`config.mk`:
```
export PLATFORM = sky130hd
export DESIGN_NAME = deadzone_follow_rate_limited_core
export DESIGN_NICKNAME = d
export VERILOG_FILES = /design/src/rtl/dzf_pkg.sv /design/src/rtl/dzf_serial_mul.sv /design/src/rtl/deadzone_follow_rate_limited_core.sv
export SDC_FILE = /design/constraint.sdc
export NUM_CORES = 2
export LEC_CHECK = 0
export BUFFER_PORTS_ARGS = -buffer_cell sky130_fd_sc_hd__buf_4
export CORE_ASPECT_RATIO = 1.2
export CORE_MARGIN = 2
export CORE_UTILIZATION = 35
export DETAILED_ROUTE_END_ITERATION = 10
export GPL_TIMING_DRIVEN = 0
export SYNTH_ARGS = -nofsm -noshare
export SYNTH_HDL_FRONTEND = slang
export SYNTH_SLANG_ARGS = --single-unit
```
`constraint.sdc`:
```
create_clock -name clock -period 18.6 [get_ports clock]
set_input_delay 4.65 -clock clock [delete_from_list [all_inputs] [get_ports clock]]
set_output_delay 4.65 -clock clock [all_outputs]
set_load 0.01 [all_outputs]
```
`src/rtl/dzf_pkg.sv`:
```
// shared constants, types and state codes for the dead-zone follow core
package dzf_pkg;

   localparam int COORD_BITS = 24;
   localparam int SIZE_BITS  = 23;
   localparam int FRAC_BITS  = 16;
   localparam int WIDE_BITS  = 48;
   localparam int SQ_BITS    = 50;
   localparam int ROOT_BITS  = 25;
   localparam int MUL_BITS   = 48;

   localparam logic [2:0] REG_VIEW_WIDTH  = 3'd0;
   localparam logic [2:0] REG_VIEW_HEIGHT = 3'd1;
   localparam logic [2:0] REG_HORIZ_FRAC  = 3'd2;
   localparam logic [2:0] REG_VERT_FRAC   = 3'd3;
   localparam logic [2:0] REG_MAX_STEP    = 3'd4;

   localparam logic signed [WIDE_BITS-1:0] COORD_MAX_W = 48'sd8388607;
   localparam logic signed [WIDE_BITS-1:0] COORD_MIN_W = -48'sd8388608;
   localparam logic [SQ_BITS-1:0] ONE_SQ = 50'd65536;

   typedef enum logic [8:0] {
      ST_IDLE  = 9'b000000001,
      ST_MARG  = 9'b000000010,
      ST_GOAL  = 9'b000000100,
      ST_SQUARE = 9'b000001000,
      ST_DECIDE = 9'b000010000,
      ST_ROOT  = 9'b000100000,
      ST_SCALE = 9'b001000000,
      ST_APPLY = 9'b010000000,
      ST_OUT   = 9'b100000000
   } state_type;

   function automatic logic signed [WIDE_BITS-1:0] sat_coord(
         input logic signed [WIDE_BITS-1:0] v);
      logic signed [WIDE_BITS-1:0] r;
      r = v;
      if (v > COORD_MAX_W) r = COORD_MAX_W;
      else if (v < COORD_MIN_W) r = COORD_MIN_W;
      return r;
   endfunction

endpackage

```
`src/rtl/dzf_serial_mul.sv`:
```
// shift-and-add multiplier, one multiplier bit per cycle
module dzf_serial_mul (
   input  logic                         clock,
   input  logic                         reset,
   input  logic                         start,
   input  logic [dzf_pkg::COORD_BITS-1:0] a,
   input  logic [dzf_pkg::COORD_BITS-1:0] b,
   output logic                         done,
   output logic [dzf_pkg::MUL_BITS-1:0] product
);
   logic [dzf_pkg::MUL_BITS-1:0]   acc_ff, acc_in;
   logic [dzf_pkg::MUL_BITS-1:0]   mcand_ff, mcand_in;
   logic [dzf_pkg::COORD_BITS-1:0] mplier_ff, mplier_in;
   logic [4:0]                     cnt_ff, cnt_in;
   logic                           run_ff, run_in;
   logic                           done_ff, done_in;

   always_comb begin
      acc_in    = acc_ff;
      mcand_in  = mcand_ff;
      mplier_in = mplier_ff;
      cnt_in    = cnt_ff;
      run_in    = run_ff;
      done_in   = 1'b0;
      if (start) begin
         acc_in    = '0;
         mcand_in  = {{(dzf_pkg::MUL_BITS-dzf_pkg::COORD_BITS){1'b0}}, a};
         mplier_in = b;
         cnt_in    = 5'(dzf_pkg::COORD_BITS - 1);
         run_in    = 1'b1;
      end else if (run_ff) begin
         if (mplier_ff[0]) acc_in = acc_ff + mcand_ff;
         mcand_in  = mcand_ff << 1;
         mplier_in = mplier_ff >> 1;
         cnt_in    = cnt_ff - 5'd1;
         if (cnt_ff == '0) begin
            run_in  = 1'b0;
            done_in = 1'b1;
         end
      end
   end

   always_ff @(posedge clock) begin
      if (reset) begin
         run_ff  <= 1'b0;
         done_ff <= 1'b0;
         cnt_ff  <= '0;
      end else begin
         run_ff  <= run_in;
         done_ff <= done_in;
         cnt_ff  <= cnt_in;
      end
      acc_ff    <= acc_in;
      mcand_ff  <= mcand_in;
      mplier_ff <= mplier_in;
   end

   assign done    = done_ff;
   assign product = acc_ff;

`ifndef ASSERT_OFF
   a_done_pulse: assert property (@(posedge clock) disable iff (reset)
      done_ff |=> !done_ff) else $error("mul done held");
   a_no_restart: assert property (@(posedge clock) disable iff (reset)
      start |=> run_ff) else $error("mul did not start");
   a_done_after_run: assert property (@(posedge clock) disable iff (reset)
      done_ff |-> $past(run_ff)) else $error("mul done without run");
`endif
endmodule

```
`src/rtl/deadzone_follow_rate_limited_core.sv`:
```
// dead-zone camera follow with speed limit, top level
//  channel   dir  fields
//  req_      in   tdata: target_x[23:0], target_y[47:24]; tuser: target_present
//  rsp_      out  tdata: new_center_x[23:0], new_center_y[47:24]; tuser: moved
//  csr_      in   apb registers at byte address 4*i
// one request at a time; without a target no product is formed. with a target the
// products run on the serial multiplier whether the centre stays or jumps to the
// goal, and a limited step adds the root and the two 48-step restoring divisions.
// reset zeroes the centre and reloads the register defaults.
// a stalled response holds; the next request is taken once it is delivered.
module deadzone_follow_rate_limited_core (
   input  logic        clock,
   input  logic        reset,
   input  logic        req_tvalid,
   output logic        req_tready,
   input  logic [47:0] req_tdata,  // target_x, target_y
   input  logic        req_tuser,  // target_present
   output logic        rsp_tvalid,
   input  logic        rsp_tready,
   output logic [47:0] rsp_tdata,  // new_center_x, new_center_y
   output logic        rsp_tuser,  // moved
   input  logic        csr_psel,
   input  logic        csr_penable,
   input  logic        csr_pwrite,
   input  logic [4:0]  csr_paddr,
   input  logic [31:0] csr_pwdata,
   output logic [31:0] csr_prdata,
   output logic        csr_pready
);
   localparam int W = dzf_pkg::WIDE_BITS;

   dzf_pkg::state_type state_ff, state_in;

   logic [22:0] vw_ff, vh_ff, step_ff;
   logic [15:0] hf_ff, vf_ff;
   logic signed [23:0] cx_ff, cx_in, cy_ff, cy_in;
   logic signed [23:0] ox_ff, ox_in, oy_ff, oy_in;
   logic signed [23:0] tx_ff, tx_in, ty_ff, ty_in;
   logic signed [W-1:0] gx_ff, gx_in, gy_ff, gy_in;
   logic [W-1:0] mx_ff, mx_in, my_ff, my_in;
   logic [dzf_pkg::SQ_BITS-1:0] s_ff, s_in;
   logic [2:0] sub_ff, sub_in;
   logic pres_ff, pres_in;
   logic rsp_valid_ff, rsp_valid_in;
   logic [47:0] rsp_data_ff, rsp_data_in;
   logic rsp_user_ff, rsp_user_in;

   // sqrt regs
   logic [dzf_pkg::SQ_BITS-1:0] rn_ff, rn_in;
   logic [dzf_pkg::SQ_BITS-1:0] rr_ff, rr_in;
   logic [dzf_pkg::SQ_BITS-1:0] rb_ff, rb_in;
   // divider regs
   logic [W-1:0] dq_ff, dq_in;
   logic [W:0]   drem_ff, drem_in;
   logic [5:0]   dcnt_ff, dcnt_in;
   logic [W-1:0] num_ff, num_in;

   // multiplier
   logic mstart;
   logic [23:0] ma, mb;
   logic mdone;
   logic [W-1:0] mprod;

   dzf_serial_mul u_mul (
      .clock  (clock),
      .reset  (reset),
      .start  (mstart),
      .a      (ma),
      .b      (mb),
      .done   (mdone),
      .product(mprod)
   );

   logic cfg_wr;
   assign cfg_wr     = csr_psel & csr_penable & csr_pwrite;
   assign csr_pready = 1'b1;

   always_comb begin
      unique case (csr_paddr[4:2])
         dzf_pkg::REG_VIEW_WIDTH:  csr_prdata = {9'd0, vw_ff};
         dzf_pkg::REG_VIEW_HEIGHT: csr_prdata = {9'd0, vh_ff};
         dzf_pkg::REG_HORIZ_FRAC:  csr_prdata = {16'd0, hf_ff};
         dzf_pkg::REG_VERT_FRAC:   csr_prdata = {16'd0, vf_ff};
         dzf_pkg::REG_MAX_STEP:    csr_prdata = {9'd0, step_ff};
         default:                  csr_prdata = '0;
      endcase
   end

   always_ff @(posedge clock) begin
      if (reset) begin
         vw_ff   <= 23'd163840;
         vh_ff   <= 23'd122880;
         hf_ff   <= 16'd13107;
         vf_ff   <= 16'd13107;
         step_ff <= 23'd1280;
      end else if (cfg_wr && csr_paddr[1:0] == 2'd0) begin
         unique case (csr_paddr[4:2])
            dzf_pkg::REG_VIEW_WIDTH:  vw_ff   <= csr_pwdata[22:0];
            dzf_pkg::REG_VIEW_HEIGHT: vh_ff   <= csr_pwdata[22:0];
            dzf_pkg::REG_HORIZ_FRAC:  hf_ff   <= csr_pwdata[15:0];
            dzf_pkg::REG_VERT_FRAC:   vf_ff   <= csr_pwdata[15:0];
            dzf_pkg::REG_MAX_STEP:    step_ff <= csr_pwdata[22:0];
            default: ;
         endcase
      end
   end

   // axis goal, one axis per cycle in goal state
   logic signed [W-1:0] g_c, g_t, g_half, g_marg, g_res;
   logic [W-1:0] adx, ady;
   logic signed [W-1:0] dxw, dyw;
   logic sel_y;
   assign sel_y  = sub_ff[0];
   assign g_c    = sel_y ? W'(cy_ff) : W'(cx_ff);
   assign g_t    = sel_y ? W'(ty_ff) : W'(tx_ff);
   assign g_half = sel_y ? W'({1'b0, vh_ff[22:1]}) : W'({1'b0, vw_ff[22:1]});
   assign g_marg = sel_y ? $signed(my_ff) : $signed(mx_ff);

   always_comb begin
      priority if (g_t < g_c - g_half + g_marg)
         g_res = dzf_pkg::sat_coord(g_t - g_marg + g_half);
      else if (g_t > g_c + g_half - g_marg)
         g_res = dzf_pkg::sat_coord(g_t + g_marg - g_half);
      else
         g_res = g_c;
   end

   assign dxw = gx_ff - W'(cx_ff);
   assign dyw = gy_ff - W'(cy_ff);
   assign adx = dxw[W-1] ? W'(-dxw) : W'(dxw);
   assign ady = dyw[W-1] ? W'(-dyw) : W'(dyw);

   logic [dzf_pkg::SQ_BITS-1:0] r_try;
   assign r_try = rr_ff + rb_ff;

   logic [W:0] drem_sh;
   assign drem_sh = {drem_ff[W-1:0], num_ff[W-1]};

   logic signed [W-1:0] nx_w;
   logic signed [W-1:0] sel_d;
   assign sel_d = sub_ff[0] ? dyw : dxw;
   assign nx_w = dzf_pkg::sat_coord((sub_ff[0] ? W'(cy_ff) : W'(cx_ff))
                 + (sel_d[W-1] ? -$signed(dq_ff) : $signed(dq_ff)));

   always_comb begin
      state_in     = state_ff;
      cx_in = cx_ff; cy_in = cy_ff; ox_in = ox_ff; oy_in = oy_ff;
      tx_in = tx_ff; ty_in = ty_ff; gx_in = gx_ff; gy_in = gy_ff;
      mx_in = mx_ff; my_in = my_ff; s_in = s_ff; sub_in = sub_ff;
      pres_in = pres_ff;
      rsp_valid_in = rsp_valid_ff;
      rsp_data_in  = rsp_data_ff;
      rsp_user_in  = rsp_user_ff;
      rn_in = rn_ff; rr_in = rr_ff; rb_in = rb_ff;
      dq_in = dq_ff; drem_in = drem_ff; dcnt_in = dcnt_ff; num_in = num_ff;
      mstart = 1'b0;
      ma = '0; mb = '0;
      if (rsp_valid_ff && rsp_tready) rsp_valid_in = 1'b0;
      unique case (state_ff)
         dzf_pkg::ST_IDLE: begin
            if (req_tvalid && !rsp_valid_ff) begin
               tx_in   = $signed(req_tdata[23:0]);
               ty_in   = $signed(req_tdata[47:24]);
               pres_in = req_tuser;
               ox_in   = cx_ff;
               oy_in   = cy_ff;
               sub_in  = '0;
               if (req_tuser) begin
                  mstart = 1'b1;
                  ma = {1'b0, vw_ff}; mb = {8'd0, hf_ff};
                  state_in = dzf_pkg::ST_MARG;
               end else begin
                  state_in = dzf_pkg::ST_OUT;
               end
            end
         end
         dzf_pkg::ST_MARG: begin
            if (mdone) begin
               if (!sub_ff[0]) begin
                  mx_in = mprod >> 16;
                  sub_in = 3'd1;
                  mstart = 1'b1;
                  ma = {1'b0, vh_ff}; mb = {8'd0, vf_ff};
               end else begin
                  my_in = mprod >> 16;
                  sub_in = 3'd0;
                  state_in = dzf_pkg::ST_GOAL;
               end
            end
         end
         dzf_pkg::ST_GOAL: begin
            if (!sub_ff[0]) begin
               gx_in = g_res;
               sub_in = 3'd1;
            end else begin
               gy_in = g_res;
               sub_in = 3'd0;
               state_in = dzf_pkg::ST_SQUARE;
               mstart = 1'b1;
               ma = adx[23:0]; mb = adx[23:0];
            end
         end
         dzf_pkg::ST_SQUARE: begin
            if (mdone) begin
               unique case (sub_ff[1:0])
                  2'd0: begin
                     s_in = dzf_pkg::SQ_BITS'(mprod);
                     sub_in = 3'd1;
                     mstart = 1'b1;
                     ma = ady[23:0]; mb = ady[23:0];
                  end
                  2'd1: begin
                     s_in = s_ff + dzf_pkg::SQ_BITS'(mprod);
                     sub_in = 3'd2;
                     mstart = 1'b1;
                     ma = {1'b0, step_ff}; mb = {1'b0, step_ff};
                  end
                  default: begin
                     mx_in = mprod;
                     sub_in = 3'd0;
                     state_in = dzf_pkg::ST_DECIDE;
                  end
               endcase
            end
         end
         dzf_pkg::ST_DECIDE: begin
            if (s_ff <= dzf_pkg::ONE_SQ) begin
               state_in = dzf_pkg::ST_OUT;
            end else if (dzf_pkg::SQ_BITS'(mx_ff) >= s_ff) begin
               cx_in = gx_ff[23:0];
               cy_in = gy_ff[23:0];
               state_in = dzf_pkg::ST_OUT;
            end else begin
               rn_in = s_ff;
               rr_in = '0;
               rb_in = dzf_pkg::SQ_BITS'(1) << (dzf_pkg::SQ_BITS - 2);
               state_in = dzf_pkg::ST_ROOT;
            end
         end
         dzf_pkg::ST_ROOT: begin
            if (rb_ff == '0) begin
               sub_in = 3'd0;
               mstart = 1'b1;
               ma = adx[23:0]; mb = {1'b0, step_ff};
               state_in = dzf_pkg::ST_SCALE;
            end else begin
               if (rn_ff >= r_try) begin
                  rn_in = rn_ff - r_try;
                  rr_in = (rr_ff >> 1) + rb_ff;
               end else begin
                  rr_in = rr_ff >> 1;
               end
               rb_in = rb_ff >> 2;
            end
         end
         dzf_pkg::ST_SCALE: begin
            if (mdone) begin
               num_in  = mprod;
               drem_in = '0;
               dq_in   = '0;
               dcnt_in = 6'(W);
               state_in = dzf_pkg::ST_APPLY;
            end
         end
         dzf_pkg::ST_APPLY: begin
            if (dcnt_ff != '0) begin
               num_in = num_ff << 1;
               dcnt_in = dcnt_ff - 6'd1;
               if (drem_sh >= (W+1)'(rr_ff)) begin
                  drem_in = drem_sh - (W+1)'(rr_ff);
                  dq_in = {dq_ff[W-2:0], 1'b1};
               end else begin
                  drem_in = drem_sh;
                  dq_in = {dq_ff[W-2:0], 1'b0};
               end
            end else if (!sub_ff[0]) begin
               cx_in = nx_w[23:0];
               sub_in = 3'd1;
               mstart = 1'b1;
               ma = ady[23:0]; mb = {1'b0, step_ff};
               state_in = dzf_pkg::ST_SCALE;
            end else begin
               cy_in = nx_w[23:0];
               sub_in = 3'd0;
               state_in = dzf_pkg::ST_OUT;
            end
         end
         dzf_pkg::ST_OUT: begin
            rsp_valid_in = 1'b1;
            rsp_data_in  = {cy_ff, cx_ff};
            rsp_user_in  = (cx_ff != ox_ff) || (cy_ff != oy_ff);
            state_in = dzf_pkg::ST_IDLE;
         end
         default: state_in = dzf_pkg::ST_IDLE;
      endcase
   end

   always_ff @(posedge clock) begin
      if (reset) begin
         state_ff     <= dzf_pkg::ST_IDLE;
         cx_ff        <= '0;
         cy_ff        <= '0;
         rsp_valid_ff <= 1'b0;
         sub_ff       <= '0;
      end else begin
         state_ff     <= state_in;
         cx_ff        <= cx_in;
         cy_ff        <= cy_in;
         rsp_valid_ff <= rsp_valid_in;
         sub_ff       <= sub_in;
      end
      ox_ff <= ox_in; oy_ff <= oy_in; tx_ff <= tx_in; ty_ff <= ty_in;
      gx_ff <= gx_in; gy_ff <= gy_in; mx_ff <= mx_in; my_ff <= my_in;
      s_ff <= s_in; pres_ff <= pres_in;
      rsp_data_ff <= rsp_data_in; rsp_user_ff <= rsp_user_in;
      rn_ff <= rn_in; rr_ff <= rr_in; rb_ff <= rb_in;
      dq_ff <= dq_in; drem_ff <= drem_in; dcnt_ff <= dcnt_in; num_ff <= num_in;
   end

   assign req_tready = (state_ff == dzf_pkg::ST_IDLE) && !rsp_valid_ff;
   assign rsp_tvalid = rsp_valid_ff;
   assign rsp_tdata  = rsp_data_ff;
   assign rsp_tuser  = rsp_user_ff;

`ifndef ASSERT_OFF
   a_no_accept_busy: assert property (@(posedge clock) disable iff (reset)
      (state_ff != dzf_pkg::ST_IDLE) |-> !req_tready) else $error("ready while busy");
   a_absent_holds: assert property (@(posedge clock) disable iff (reset)
      (state_ff == dzf_pkg::ST_OUT && !pres_ff) |-> (cx_ff == ox_ff && cy_ff == oy_ff))
      else $error("center moved without target");
   a_out_valid: assert property (@(posedge clock) disable iff (reset)
      (state_ff == dzf_pkg::ST_OUT) |=> rsp_valid_ff) else $error("response lost");
`endif
endmodule

```
==> results by group <==
Yosys
  • Area contributors post-synth: edfxtp_1 (27%), ha_1 (13%), dfxtp_1 (6.2%)
  • Post-synth top area cell: edfxtp_1
  • Avg Inst Size Synth: ~9 um2
  • Mapped Area: 77,500 um2
  • Synth warnings: 0
  • #FFs+latches synth: a little over 900
  • Post-synth cell types: 93
  • Predominant post-synthesis flop cell: edfxtp_1
  • Asr flop ratio synth: 0%
  • Cells after synthesis: around 8,900
  • Commonest cells post-synth: nand2_1 (1,119), ha_1 (827), nor2_1 (696), edfxtp_1 (694), a21oi_1 (692)
  • EDFF count, synth: 694
  • Most frequent cell after synthesis: nand2_1
  • Seq/Total Area, Yosys: 33.1%
  • Share of the synthesized area in the top cell type: 26.9%

Critical path
  • CP max FO: 10
  • Max incr delay on CP: 1090 ps
  • Worst Setup Path Type: reg2reg
  • Crit-path slowest cell: mux2i_1
  • CP top delay family: buffers and inverters
  • R2R Setup Slk: ~4000 ps
  • Required time of the critical path: 19,020 ps
  • Worst setup SP type: flip-flop
  • CP Data Arrival Time: 15,020 ps
  • CP Capture Type: flip-flop
  • Crit path top cell by count: clkbuf_1
  • Worst Path Buf+Inv: 8

Global routing
  • Largest net degree at the start of global routing: 75
  • First-pass GRT wire length: 436,000 um
  • Initial antenna violation count: 9
  • Number of global-route vias before repair: 67,300
  • Total GRT Usage: 25.7%
  • Total grt overflow: 0

Run status
  • Status: complete, no violations

CTS
  • CTS buffer count: 107
  • Hold_buf cts: 0
  • Post-CTS Setup Bufs: 0
  • Clock Sinks: about 930
  • H-tree depth: 3
  • Root Driver: clkbuf_16
  • Reg clk slew, reported paths: 70 ps
  • TritonCTS clock tree: built
  • Gates resized, CTS repair: 0
  • Clk buf depth: 3
  • Clk_lat worst skew: 790 ps

Routing
  • 1st-pass router iterations: 6
  • Drt total wl: 297,000 um
  • Routed Antenna Nets: 0
  • Starting DRT DRC Count: between 6,000 and 7,000
  • Via count: between 60,000 and 70,000
  • Vias per inst: 5.64
  • Routed len/inst: 24.3 um
  • # DRC: 0

Timing
  • Final hold violation count: 0
  • Worst relative slew slack: 1.81%
  • Final Slew Violations: 0
  • Final setup margin: roughly 4000 ps
  • RSZ-0062 raised after global routing: no
  • Clk_skew: 73.3 ps
  • Slew of the pin with the lowest slew margin: 1430 ps
  • Final worst-path cycle share: 78.5%
  • Endpoints failing setup: 0
  • Crit path time final: 14,590 ps
  • Final setup TNS: 0 ps
  • Fmax: 0.0685 GHz

Placed design
  • Post-detail-place hpwl: 240,000 um
  • IO Port Bufs: 154
  • RePlAce Congestion: around 1.0
  • Post-place setup slack: 4000 ps

Floorplan
  • Die ar.: 225,000 um2
  • Io pins: 177
  • Starting Density: a little over a third
  • # rows: 189
  • Die height: 520 um
  • Die X: 434 um
  • Core Footprint: 221,000 um2

Power
  • Static Leak: 0.0364 uW
  • Maximum VDD drop: ~0.084 mV
  • Pwr per Cell Area: 75.9 nW/um2

Min path
  • Hold Crit Class: reg2reg

Final layout
  • Area growth, synth to finish: 12.2%
  • Final net count: ~10,000
  • Fraction of layout cells with a size suffix above 1: 5.55%

Job
  • Maxcap violations: 0
-- tightest hold or removal path: cells and delay by family, from the launching register on --
kind,cells,cell delay [ps]
compound gates,1,60
flops,1,320
simple gates,1,60
-- flip-flops by register name (all words and copies together), names as in the netlist, 24 cells and up --
register,flops
rr_ff,50
dq_ff,48
mx_ff,48
ty_ff,24
my_ff,32
rsp_tdata,48
s_ff,50
num_ff,48
ox_ff,24
u_mul.mcand_ff,48
rn_ff,50
tx_ff,24
rb_ff,25
cx_ff,24
cy_ff,24
oy_ff,24
drem_ff,48
u_mul.mplier_ff,24
gx_ff,48
u_mul.product,48
gy_ff,48
-- cell type report --
class                   instances  area, um2
clock buffers                 137       2990
repair buffers                185       1720
fillers                     22200     134000
plain buffers                 328       1300
well taps                    2960       3700
flip-flops and latches        934      25600
diodes                          7       17.5
multi-input cells            6979      48400
clock inverters                64        837
inverters                     631       2370
-- cells in the final DEF, fill, tap and decap left out, types with 95 or more instances in the layout --
| cell | synthesis | routed |
|---|---|---|
| a21o_1 | 333 | 333 |
| a21oi_1 | 692 | 691 |
| a31oi_1 | 125 | 125 |
| and2_1 | 128 | 128 |
| buf_4 | 11 | 167 |
| clkbuf_1 | 282 | 294 |
| clkbuf_16 | 0 | 114 |
| dfxtp_1 | 240 | 240 |
| edfxtp_1 | 694 | 694 |
| fa_1 | 95 | 95 |
| ha_1 | 827 | 827 |
| inv_1 | 631 | 628 |
| mux2i_1 | 140 | 126 |
| nand2_1 | 1119 | 1119 |
| nand3_1 | 129 | 129 |
| nand4_1 | 124 | 124 |
| nor2_1 | 696 | 695 |
| nor3_1 | 116 | 116 |
| o21ai_0 | 465 | 462 |
| o21bai_1 | 95 | 95 |
| xnor2_1 | 416 | 416 |
| xor2_1 | 225 | 225 |
-- cells by family (layout without fill, tap and decap cells) --
family,Yosys count,count (layout),synth area share (%)
compound gates,2448,2448,20.4
flops,934,934,33.1
buf+inv,959,1345,4.71
simple gates,2794,2794,16.6
other cells,2,17,0.00969
mux,164,164,2.16
fa+ha+maj,922,922,15.8
xor+xnor,641,641,7.24
-- layer usage --
metal  vias up  wire length, um  global-route usage, %  share of wire, %
met2      2503           135000                   41.6                45
met4         4            18300                   13.5               6.2
met3       546            19100                   3.32               6.4
met1     33300           125000                   33.2                42
li1      32600                -                      -                 -
met5         -               30                      0             0.010
-- metrics by stage --
stage | std cells | utilization (%) | hold slack, ps | area, um2 | total power [uW]
6_report | 12200 | 39.4 | 480 | 87000 | 6600
5_1_grt | 12200 | 39.4 | 492 | 86900 | 6880
4_1_cts | 12200 | 39.4 | 479 | 86900 | 6610
3_5_place_dp | 12000 | 37.7 | 470 | 83100 | 4250
3_3_place_gp | 12000 | 37.4 | 458 | 82400 | 4230
2_1_floorplan | 8872 | - | 424 | 77600 | 3670
-- final timing paths --
| check | from | endpoint | cells past startpoint |
|---|---|---|---|
| max | sub_ff[0] | gx_ff[7] | 38 |
| min | vf_ff[14] | vf_ff[14] | 2 |
| max reg2reg | sub_ff[0] | gx_ff[7] | 38 |
| min reg2reg | vf_ff[14] | vf_ff[14] | 2 |
-- power by group --
part / internal, uW / switching [uW]
logic: 628 / 1120
clock network: 1360 / 994
registers: 2380 / 123
total: 4370 / 2230
Power figures use the tool's default switching activity.
